File: src/sv/kmp_pkg.sv
`timescale 1ns / 1ps
// ----------------------------------------------------------------------------
// kmp_pkg: shared types for the stream matcher
// Item modes, controller states, and the command and status bundles that
// join the controller to the datapath.
// ----------------------------------------------------------------------------
package kmp_pkg;

	typedef enum logic [1:0] {
		MODE_APPEND = 2'd0,
		MODE_TEXT   = 2'd1,
		MODE_CLEAR  = 2'd2
	} mode_t;

	typedef enum logic [1:0] {
		S_IDLE,
		S_LOOKUP,
		S_TEST,
		S_FINISH
	} state_t;

	typedef struct packed {
		logic load;
		logic step;
		logic commit;
	} cmd_t;

	typedef struct packed {
		logic walk_needed;
		logic fall_back;
		logic out_free;
	} sts_t;

endpackage

File: src/sv/kmp_sym_if.sv
`timescale 1ns / 1ps
// ----------------------------------------------------------------------------
// kmp_sym_if: input item channel
// Carries one pattern, text or clear item per transfer.
// ----------------------------------------------------------------------------
interface kmp_sym_if;
	logic       valid;
	logic       ready;
	logic [1:0] mode;
	logic [7:0] data_byte;

	modport source (output valid, output mode, output data_byte, input ready);
	modport sink (input valid, input mode, input data_byte, output ready);
endinterface

File: src/sv/kmp_rep_if.sv
`timescale 1ns / 1ps
// ----------------------------------------------------------------------------
// kmp_rep_if: result channel
// Carries one match report per transfer.
// ----------------------------------------------------------------------------
interface kmp_rep_if;
	logic        valid;
	logic        ready;
	logic        match_found;
	logic [31:0] match_start;
	logic        pattern_overflow;

	modport source (output valid, output match_found, output match_start,
		output pattern_overflow, input ready);
	modport sink (input valid, input match_found, input match_start,
		input pattern_overflow, output ready);
endinterface

File: src/sv/kmp_ctrl.sv
`timescale 1ns / 1ps
// ----------------------------------------------------------------------------
// kmp_ctrl: matcher sequencer
// Accepts an item, runs the failure walk one lookup and one compare at a
// time, then commits the item and hands its result to the output register.
// ----------------------------------------------------------------------------
module kmp_ctrl import kmp_pkg::*; (
	input  logic   clk,
	input  logic   arst_n,
	input  logic   sym_valid,
	output logic   sym_ready,
	input  sts_t   sts,
	output cmd_t   cmd
);

	state_t state_q;
	state_t state_d;

	always_ff @(posedge clk or negedge arst_n) begin
		if (!arst_n) begin
			state_q <= S_IDLE;
		end else begin
			state_q <= state_d;
		end
	end

	always_comb begin
		state_d   = state_q;
		sym_ready = 1'b0;
		cmd       = '0;
		unique case (state_q)
			S_IDLE: begin
				sym_ready = 1'b1;
				if (sym_valid) begin
					cmd.load = 1'b1;
					state_d  = sts.walk_needed ? S_LOOKUP : S_FINISH;
				end
			end
			S_LOOKUP: begin
				state_d = S_TEST;
			end
			S_TEST: begin
				cmd.step = 1'b1;
				state_d  = sts.fall_back ? S_LOOKUP : S_FINISH;
			end
			S_FINISH: begin
				if (sts.out_free) begin
					cmd.commit = 1'b1;
					state_d    = S_IDLE;
				end
			end
			default: begin
				state_d = S_IDLE;
			end
		endcase
	end

endmodule

File: src/sv/kmp_dp.sv
`timescale 1ns / 1ps
// ----------------------------------------------------------------------------
// kmp_dp: matcher datapath
// Pattern and failure memories, the walk register, match progress, text
// position and the output register.
// ----------------------------------------------------------------------------
module kmp_dp import kmp_pkg::*; #(
	parameter int PATTERN_DEPTH = 128
) (
	input  logic        clk,
	input  logic        arst_n,
	input  logic [1:0]  mode,
	input  logic [7:0]  data_byte,
	input  cmd_t        cmd,
	output sts_t        sts,
	output logic        rep_valid,
	input  logic        rep_ready,
	output logic        match_found,
	output logic [31:0] match_start,
	output logic        pattern_overflow
);

	localparam int IW = (PATTERN_DEPTH > 1) ? $clog2(PATTERN_DEPTH) : 1;
	localparam int LW = $clog2(PATTERN_DEPTH + 1);

	logic [7:0]    pat_mem [PATTERN_DEPTH];
	logic [IW-1:0] fail_mem [PATTERN_DEPTH];
	logic [7:0]    pat_rd_q;
	logic [IW-1:0] fail_rd_q;

	logic [1:0]    mode_q;
	logic [7:0]    byte_q;
	logic [LW-1:0] walk_q;
	logic [LW-1:0] len_q;
	logic [LW-1:0] matched_q;
	logic [IW-1:0] last_fail_q;
	logic [31:0]   pos_q;

	logic          out_valid_q;
	logic          found_q;
	logic [31:0]   start_q;
	logic          overflow_q;

	logic          len_zero;
	logic          len_full;
	logic          hit;
	logic [IW-1:0] pat_addr;
	logic [IW-1:0] fail_addr;

	assign len_zero  = (len_q == '0);
	assign len_full  = (len_q == LW'(PATTERN_DEPTH));
	assign hit       = !len_zero && (walk_q == len_q);
	assign pat_addr  = walk_q[IW-1:0];
	assign fail_addr = IW'(walk_q - LW'(1));

	assign sts.walk_needed = !len_zero &&
		((mode == MODE_TEXT) || ((mode == MODE_APPEND) && !len_full));
	assign sts.fall_back   = (walk_q != '0) && (pat_rd_q != byte_q);
	assign sts.out_free    = !out_valid_q || rep_ready;

	always_ff @(posedge clk) begin
		pat_rd_q  <= pat_mem[pat_addr];
		fail_rd_q <= fail_mem[fail_addr];
		if (cmd.commit && (mode_q == MODE_APPEND) && !len_full) begin
			pat_mem[len_q[IW-1:0]]  <= byte_q;
			fail_mem[len_q[IW-1:0]] <= walk_q[IW-1:0];
		end
	end

	always_ff @(posedge clk) begin
		if (cmd.load) begin
			mode_q <= mode;
			byte_q <= data_byte;
			if ((mode == MODE_APPEND) && !len_zero) begin
				walk_q <= LW'(last_fail_q);
			end else if (mode == MODE_TEXT) begin
				walk_q <= matched_q;
			end else begin
				walk_q <= '0;
			end
		end else if (cmd.step) begin
			if (sts.fall_back) begin
				walk_q <= LW'(fail_rd_q);
			end else if (pat_rd_q == byte_q) begin
				walk_q <= walk_q + LW'(1);
			end
		end
		if (cmd.commit && (mode_q == MODE_APPEND) && !len_full) begin
			last_fail_q <= walk_q[IW-1:0];
		end
		if (cmd.commit) begin
			found_q    <= (mode_q == MODE_TEXT) && hit;
			start_q    <= ((mode_q == MODE_TEXT) && hit) ?
				(pos_q + 32'd1 - 32'(len_q)) : 32'd0;
			overflow_q <= (mode_q == MODE_APPEND) && len_full;
		end
	end

	always_ff @(posedge clk or negedge arst_n) begin
		if (!arst_n) begin
			len_q       <= '0;
			matched_q   <= '0;
			pos_q       <= '0;
			out_valid_q <= 1'b0;
		end else begin
			if (cmd.commit) begin
				out_valid_q <= 1'b1;
			end else if (rep_ready) begin
				out_valid_q <= 1'b0;
			end
			if (cmd.commit) begin
				case (mode_q)
					MODE_APPEND: begin
						if (!len_full) begin
							len_q <= len_q + LW'(1);
						end
						matched_q <= '0;
						pos_q     <= '0;
					end
					MODE_TEXT: begin
						if (!len_zero) begin
							matched_q <= hit ? LW'(last_fail_q) : walk_q;
						end
						pos_q <= pos_q + 32'd1;
					end
					MODE_CLEAR: begin
						len_q     <= '0;
						matched_q <= '0;
						pos_q     <= '0;
					end
					default: begin
					end
				endcase
			end
		end
	end

	assign rep_valid        = out_valid_q;
	assign match_found      = found_q;
	assign match_start      = start_q;
	assign pattern_overflow = overflow_q;

	a_len_bound: assert property (@(posedge clk) disable iff (!arst_n)
		len_q <= LW'(PATTERN_DEPTH))
		else $error("pattern length beyond store depth");

	a_progress_empty: assert property (@(posedge clk) disable iff (!arst_n)
		len_zero |-> (matched_q == '0))
		else $error("match progress held with an empty pattern");

	a_progress_bound: assert property (@(posedge clk) disable iff (!arst_n)
		!len_zero |-> (matched_q < len_q))
		else $error("match progress reached the pattern length");

	a_commit_fills: assert property (@(posedge clk) disable iff (!arst_n)
		cmd.commit |=> out_valid_q)
		else $error("committed item left no result");

endmodule

File: src/sv/kmp_stream_matcher.sv
`timescale 1ns / 1ps
// ----------------------------------------------------------------------------
// kmp_stream_matcher: streaming Knuth-Morris-Pratt exact matcher
// Pattern bytes are appended, text bytes are scanned, and every occurrence
// is reported with its start offset in the text.
// ----------------------------------------------------------------------------
// An item that needs no failure walk goes from the idle state straight to finish.
// A text byte or an appended byte against a non-empty pattern walks the failure
// chain. The first compare passes through one lookup state and one test state,
// since the pattern and failure memories have registered read ports, and each
// fallback step passes through both again. Over a text stream the number of
// fallbacks averages below one per byte. A clear, an unused mode, a dropped
// pattern byte, the first pattern byte or a byte against an empty pattern
// never walks the chain. A new item is accepted while the previous result still
// waits in the output register, and its commit then waits until that result has
// transferred.
module kmp_stream_matcher import kmp_pkg::*; #(
	parameter int PATTERN_DEPTH = 128
) (
	input logic          clk,
	input logic          arst_n,
	kmp_sym_if.sink      symbol,
	kmp_rep_if.source    report
);

	cmd_t cmd;
	sts_t sts;

	kmp_ctrl u_ctrl (
		.clk       (clk),
		.arst_n    (arst_n),
		.sym_valid (symbol.valid),
		.sym_ready (symbol.ready),
		.sts       (sts),
		.cmd       (cmd)
	);

	kmp_dp #(
		.PATTERN_DEPTH (PATTERN_DEPTH)
	) u_dp (
		.clk              (clk),
		.arst_n           (arst_n),
		.mode             (symbol.mode),
		.data_byte        (symbol.data_byte),
		.cmd              (cmd),
		.sts              (sts),
		.rep_valid        (report.valid),
		.rep_ready        (report.ready),
		.match_found      (report.match_found),
		.match_start      (report.match_start),
		.pattern_overflow (report.pattern_overflow)
	);

endmodule
File: src/flat_wrapper.sv
// flat-port wrapper written by rule: the top's interface ports become plain ports
module kmp_stream_matcher_flat import kmp_pkg::*;
#(
	parameter int PATTERN_DEPTH = 128
)
  (clk, arst_n, symbol_valid, symbol_mode, symbol_data_byte, symbol_ready, report_valid, report_match_found, report_match_start, report_pattern_overflow, report_ready);
  kmp_sym_if symbol_i ();
  kmp_rep_if report_i ();
  input logic clk;
  input logic arst_n;
  input wire logic [$bits(symbol_i.valid)-1:0] symbol_valid;
  input wire logic [$bits(symbol_i.mode)-1:0] symbol_mode;
  input wire logic [$bits(symbol_i.data_byte)-1:0] symbol_data_byte;
  output wire logic [$bits(symbol_i.ready)-1:0] symbol_ready;
  output wire logic [$bits(report_i.valid)-1:0] report_valid;
  output wire logic [$bits(report_i.match_found)-1:0] report_match_found;
  output wire logic [$bits(report_i.match_start)-1:0] report_match_start;
  output wire logic [$bits(report_i.pattern_overflow)-1:0] report_pattern_overflow;
  input wire logic [$bits(report_i.ready)-1:0] report_ready;
  assign symbol_i.valid = symbol_valid;
  assign symbol_i.mode = symbol_mode;
  assign symbol_i.data_byte = symbol_data_byte;
  assign symbol_ready = symbol_i.ready;
  assign report_valid = report_i.valid;
  assign report_match_found = report_i.match_found;
  assign report_match_start = report_i.match_start;
  assign report_pattern_overflow = report_i.pattern_overflow;
  assign report_i.ready = report_ready;
  kmp_stream_matcher #(.PATTERN_DEPTH(PATTERN_DEPTH)) u_core (.clk(clk), .arst_n(arst_n), .symbol(symbol_i), .report(report_i));
endmodule
File: config.mk
export PLATFORM = sky130hd
export DESIGN_NAME = kmp_stream_matcher_flat
export DESIGN_NICKNAME = d
export VERILOG_FILES = /design/src/sv/kmp_pkg.sv /design/src/sv/kmp_sym_if.sv /design/src/sv/kmp_rep_if.sv /design/src/sv/kmp_ctrl.sv /design/src/sv/kmp_dp.sv /design/src/sv/kmp_stream_matcher.sv /design/src/flat_wrapper.sv
export SDC_FILE = /design/constraint.sdc
export NUM_CORES = 2
export LEC_CHECK = 0
export BUFFER_PORTS_ARGS = -buffer_cell sky130_fd_sc_hd__buf_4
export CAP_MARGIN = 30
export CORE_MARGIN = 2
export CORE_UTILIZATION = 50
export DETAILED_ROUTE_END_ITERATION = 10
export PLACE_DENSITY = 0.65
export SLEW_MARGIN = 0
export SYNTH_ARGS = -nofsm -noshare
export SYNTH_HDL_FRONTEND = slang
export SYNTH_SLANG_ARGS = --single-unit
File: constraint.sdc
create_clock -name clk -period 15.6 [get_ports clk]
set_input_delay 1.56 -clock clk [delete_from_list [all_inputs] [get_ports clk]]
set_output_delay 1.56 -clock clk [all_outputs]
set_load 0.02 [all_outputs]
# ---- Word level (Yosys, flattened, before mapping)
# Memories as Yosys holds them, arrays and structs flattened. A register that Yosys moved wholly into a read port is not among the register bits.
# Index checks and enable logic that the tools add are counted.
# W data, S select, Z words.
dict set report classes {
  magnitude_cmp 0
  n_addsub 5
  n_shift 0
  n_reduce_logical 30
  n_div 0
  n_mux 27
  eq_ne 14
  mul 0
  bitwise_logic 0
}
# op n
set ops {}
lappend ops {{$mux W8} 9}
lappend ops {{$pmux W32 S2} 1}
lappend ops {{$add A32 B1 Y32 const B} 1}
lappend ops {{$pmux W8 S2} 2}
lappend ops {{$sub A32 B8 Y32} 1}
lappend ops {{$add A8 B1 Y8 const B} 2}
lappend ops {{$eq A8 B8 Y1} 2}
lappend ops {{$mux W1} 10}
lappend ops {{$logic_and A1 B1 Y1} 9}
lappend ops {{$eq A8 B8 Y1 const B} 1}
lappend ops {{$logic_not A8 Y1} 1}
lappend ops {{$mux W2} 4}
lappend ops {{$ne A8 B8 Y1} 1}
lappend ops {{$pmux W2 S4} 1}
lappend ops {{$reduce_bool A2 Y1} 4}
lappend ops {{$reduce_bool A8 Y1} 1}
lappend ops {{$sub A7 B1 Y7 const B} 1}
lappend ops {{$eq A2 B1 Y1 const B} 3}
lappend ops {{$eq A2 B2 Y1 const B} 3}
lappend ops {{$logic_not A2 Y1} 3}
lappend ops {{$ne A2 B2 Y1 const B} 3}
lappend ops {{$reduce_and A2 Y1} 3}
lappend ops {{$reduce_and A3 Y1} 2}
lappend ops {{$logic_not A1 Y1} 3}
lappend ops {{other kinds (4)} 5}
dict set report totals {
  wordCells 90
  latch_bits 0
  n_memories 2
  ramBits 1920
  in_bits 14
  rom_bits 0
  ff_bits 110
}
# name depth word_bits rd rd_ports_with_merged_regs write_ports line
set memory_table {}
lappend memory_table {u_core.u_dp.pat_mem 128 8 1 1 1 kmp_dp.sv:26} ;# logic [7:0] pat_mem [PATTERN_DEPTH];
lappend memory_table {u_core.u_dp.fail_mem 128 7 1 1 1 kmp_dp.sv:27} ;# logic [IW-1:0] fail_mem [PATTERN_DEPTH];

# ---- Longest topological paths before layout
dict set report depth {
  depth_word 8
  mapped_depth 15
  depth_no_buf 12
}

# ---- Modules after synthesis
# From an unflattened synthesis, not the netlist that was laid out.
dict set report unflattened {
  hier_cells 3543
  area_unflattened_um2 79988.0
}
# module n_inst seq_area_each_um2 area_per_inst_um2 cells_each
set modules_own_cells {}
lappend modules_own_cells {kmp_dp 1 60953.5 79862.8 3530}
lappend modules_own_cells {kmp_ctrl 1 50.0 125.1 13}

# ---- Worst setup path before layout
# OpenSTA, ideal clock, no wires.
dict set report synth_timing {
  kind {reg2reg}
  start {register u_core.u_dp.walk_q[1]}
  end {register u_core.u_dp.fail_rd_q[0], read port of u_core.u_dp.fail_mem}
  path_slack_ns 9.514
  period_less_slack_ns 6.086
  path_stages_with_launch 15
  n_path_buf 8
  t_arrival_ns 5.965
  setup_ns 0.121
  path_cell_list {edfxtp_1 buf_2 buf_2 buf_2 buf_2 buf_1 inv_1 ha_1 clkbuf_1 clkbuf_1 clkbuf_1 mux4_2 mux4_2 mux4_2 mux2_2}
}
dict set report synth_between {
  elab_chain_cells 1
}
# item line
set synth_lines {}
lappend synth_lines {{start, declared} kmp_dp.sv:33} ;# logic [LW-1:0] walk_q;
lappend synth_lines {{start signal, assigned} kmp_dp.sv:75} ;# walk_q <= LW'(last_fail_q);
lappend synth_lines {{start signal, assigned} kmp_dp.sv:77} ;# walk_q <= matched_q;
lappend synth_lines {{start signal, assigned} kmp_dp.sv:83} ;# walk_q <= LW'(fail_rd_q);
lappend synth_lines {{$sub A7 B1 Y7} kmp_dp.sv:54} ;# assign fail_addr = IW'(walk_q - LW'(1));
lappend synth_lines {{end, declared} kmp_dp.sv:29} ;# logic [IW-1:0] fail_rd_q;
# Every way passes these cells.
# A chain may end at the register's enable or synchronous reset.

==> results.yml <==
drt:
  drtAntennaViolNets: 0
  vias: 37700
  met1_length_um: 77700
  drtIter0Drc: 4634
  viasPerCell: 6.16
  wirelength_um: 185000
  drt_first_pass_iters: 5
  top_layer: "met5"
  wl_per_cell_um: 30.2
  route.detailed.drc: 0
  wl_met2_um: 85900
  met3WireLength_um: 16800
logic_synthesis:
  yosysWarnings: 0
  netlist_area_mm2: 0.0802
  synth_cell_types: 64
  synth_edf_count: 1979
  ys.flop_type: "edfxtp_1"
  ys_async_sr_fraction: 0.0249
  ys_seq_area_frac: 0.761
  avgSynthCellArea_um2: 22.2
  synth_fp_nets: 3634
  ys_ff_latch: 2045
  synth_cells: 3606
global_routing:
  grt.overflow.total: 0
  grt_start_max_net_pins: 156
  groute.usage.overall: 0.229
  antenna_found_initial: 8
  grt_first_pass_wirelength_um: 267000
  first_global_vias: 36900
critical_path:
  crit_required_ns: 16.30
  path_common_cell: "mux4_2"
  cp-end-kind: "flip-flop"
  critPathLaunchType: "flip-flop"
  crit_fanout: 116
  slowest_delay_ns: 0.63
  crit_family: "buffers and inverters"
  critPathBufInv: 4
  crit_chain: "buf_12, buf_12, buf_4, buf_16, mux4_2, mux4_2, mux4_2, mux2_2"
  crit_type: "flip-flop to flip-flop"
  arrival_ns: 5.45
  cp_slowest_cell: "buf_12"
power_and_ir_drop:
  powerDensity_mw_per_mm2: 193
  vdd_drop_max_v: 0.000248
  p_leak_nw: 28.6
  power_w: 0.0175
cells_and_area:
  layoutNonFillerInstCount: 6111
  finalInstanceArea_mm2: 0.0906
  drive_gt1_frac: 0.293
  seqCellArea_mm2: 0.0610
  post-route-util: 0.570
  fillerInstances: 11400
  final_cell_mix: "edfxtp_1 (1,979), mux4_2 (619), buf_4 (230)"
  area_delta_synth_final_pct: 12.9
  finish.net_count: 3895
  multiInputGateArea_mm2: 0.0183
  final_common_cell: "edfxtp_1"
clocking:
  cts_sinks: 2045
  clock_latency_ns: 0.83
  numCtsBuffers: 198
  post_cts_resized: 0
  cts_tree: "built"
  hold_buffers: 0
  cts_root_buf: "clkbuf_16"
  cts_buffer_depth: 3
  htreeDepth: 4
  clkTransAtPathRegs_ns: 0.06
  cts_setup_buffers: 0
placement:
  detailed_place.area_mm2: 0.0840
  globalplace.congestion: 0.832
  port_buffers: 49
  dp_hpwl_um: 107000
  placed_cells: 5730
timing:
  hold_viol: 0
  clock_skew_ns: 0.0291
  worst_pin_slew_ns: 1.07
  post-route-period-util: 0.304
  fin_tns_setup_ns: 0
  finalSetupViolCount: 0
  period_needed_ns: 4.75
  slew_violations: 0
  fmax_mhz: 211
  grt_setup_unrepaired: "false"
  relSlewSlack: 0.287
floorplan:
  start_util: 0.505
  die_h_um: 404
  rows: 146
  die_width_um: 404
  core_mm2: 0.159
  die_area_mm2: 0.164
  io_pins: 50
run_status:
  status: "complete, no violations"
run:
  cap_viol_max_count: 0
worst_hold_path:
  min_path_type: "flip-flop to flip-flop"
==> Yosys cell counts, types with 6 or more instances <==
| master | n | area [um2] |
|---|---|---|
| buf_1 | 27 | 101 |
| o21ai_1 | 6 | 30.0 |
| and3_1 | 8 | 50.1 |
| a22o_1 | 13 | 114 |
| nor4_1 | 7 | 43.8 |
| and4_1 | 7 | 61.3 |
| nor2b_1 | 13 | 81.3 |
| dfxtp_1 | 15 | 300 |
| ha_1 | 13 | 163 |
| o21ai_0 | 53 | 265 |
| nor3_1 | 19 | 95.1 |
| buf_2 | 61 | 305 |
| and2_1 | 12 | 75.1 |
| xor2_1 | 34 | 298 |
| edfxtp_1 | 1979 | 59400 |
| mux4_2 | 619 | 13900 |
| mux2_2 | 12 | 135 |
| dfrtp_1 | 51 | 1280 |
| nand2_1 | 88 | 330 |
| a21o_1 | 9 | 67.6 |
| a21oi_1 | 28 | 140 |
| a211oi_1 | 6 | 45.0 |
| o31ai_1 | 8 | 60.1 |
| nand2b_1 | 10 | 62.6 |
| inv_1 | 20 | 75.1 |
| nand4_1 | 24 | 150 |
| clkbuf_1 | 97 | 364 |
| nand3_1 | 35 | 175 |
| xnor2_1 | 46 | 403 |
| nor2_1 | 199 | 747 |
| mux2i_1 | 24 | 240 |
==> worst paths after layout <==
| kind | start | to | slack [ns] | depth (start not counted) |
|---|---|---|---|---|
| setup / recovery | u_core.u_dp.walk_q[0] | u_core.u_dp.pat_rd_q[7] | 10.85 | 8 |
| hold / removal | u_core.u_dp.pos_q[31] | u_core.u_dp.pos_q[31] | 0.51 | 2 |
| setup reg to reg | u_core.u_dp.walk_q[0] | u_core.u_dp.pat_rd_q[7] | 10.85 | 8 |
| hold reg to reg | u_core.u_dp.pos_q[31] | u_core.u_dp.pos_q[31] | 0.51 | 2 |
| max in group asynchronous | arst_n | u_core.u_dp.len_q[5] | 14.27 | 1 |
| min in group asynchronous | arst_n | u_core.u_dp.pos_q[16] | 0.82 | 1 |
==> report_power, final <==
part / total (W) / internal [W] / switching, W
logic: 0.00612 / 0.00259 / 0.00354
registers: 0.00666 / 0.00659 / 0.0000690
clock network: 0.00467 / 0.00265 / 0.00202
==> flip-flops by register name, indices dropped and copies added, names as in the netlist <==
name,cells
u_core.u_ctrl.state_q,2
u_core.u_dp.byte_q,8
u_core.u_dp.fail_mem,896
u_core.u_dp.fail_rd_q,7
u_core.u_dp.last_fail_q,7
u_core.u_dp.len_q,8
u_core.u_dp.match_found,1
u_core.u_dp.match_start,32
u_core.u_dp.matched_q,8
u_core.u_dp.mode_q,2
u_core.u_dp.pat_mem,1024
u_core.u_dp.pat_rd_q,8
u_core.u_dp.pattern_overflow,1
u_core.u_dp.pos_q,32
u_core.u_dp.rep_valid,1
u_core.u_dp.walk_q,8
==> tightest hold or removal path, stage by stage, from the launching register on <==
cell,delay [ns]
dfrtp_1,0.36
nand2_1,0.05
o21ai_0,0.06
==> metrics by stage <==
step	hold WS [ns]	worst slack [ns]
6_report	0.506	10.85
4_1_cts	0.493	10.46
5_1_grt	0.533	10.48
3_5_place_dp	0.477	9.75
3_3_place_gp	0.466	9.69
2_1_floorplan	0.451	9.51
==> kinds of logic after synthesis <==
group,Yosys count,synth area share
DFF,2045,0.761
muxes,655,0.179
and+or+nand+nor,448,0.0266
buffers and inverters,213,0.0113
AOI/OAI and AO/OA,151,0.0118
xor gates and xnor gates,80,0.00874
adders and majority gates,14,0.00228
==> routing by layer <==
metal / global-route usage / vias up
li1: - / 15700
met1: 0.336 / 20200
met2: 0.341 / 1476
met3: 0.0643 / 255
met4: 0.0594 / 6
met5: 0 / -
==> final cells by class <==
class,instances,share of cell area
clock buffers,255,0.0580
well taps,2072,0.0286
clock inverters,115,0.0122
flip-flops and latches,2045,0.674
diodes,2,0.0000553
repair buffers,252,0.0240
inverters,22,0.000912
multi-input cells,1348,0.203
No activity file was read; power rests on OpenSTA's default activity.
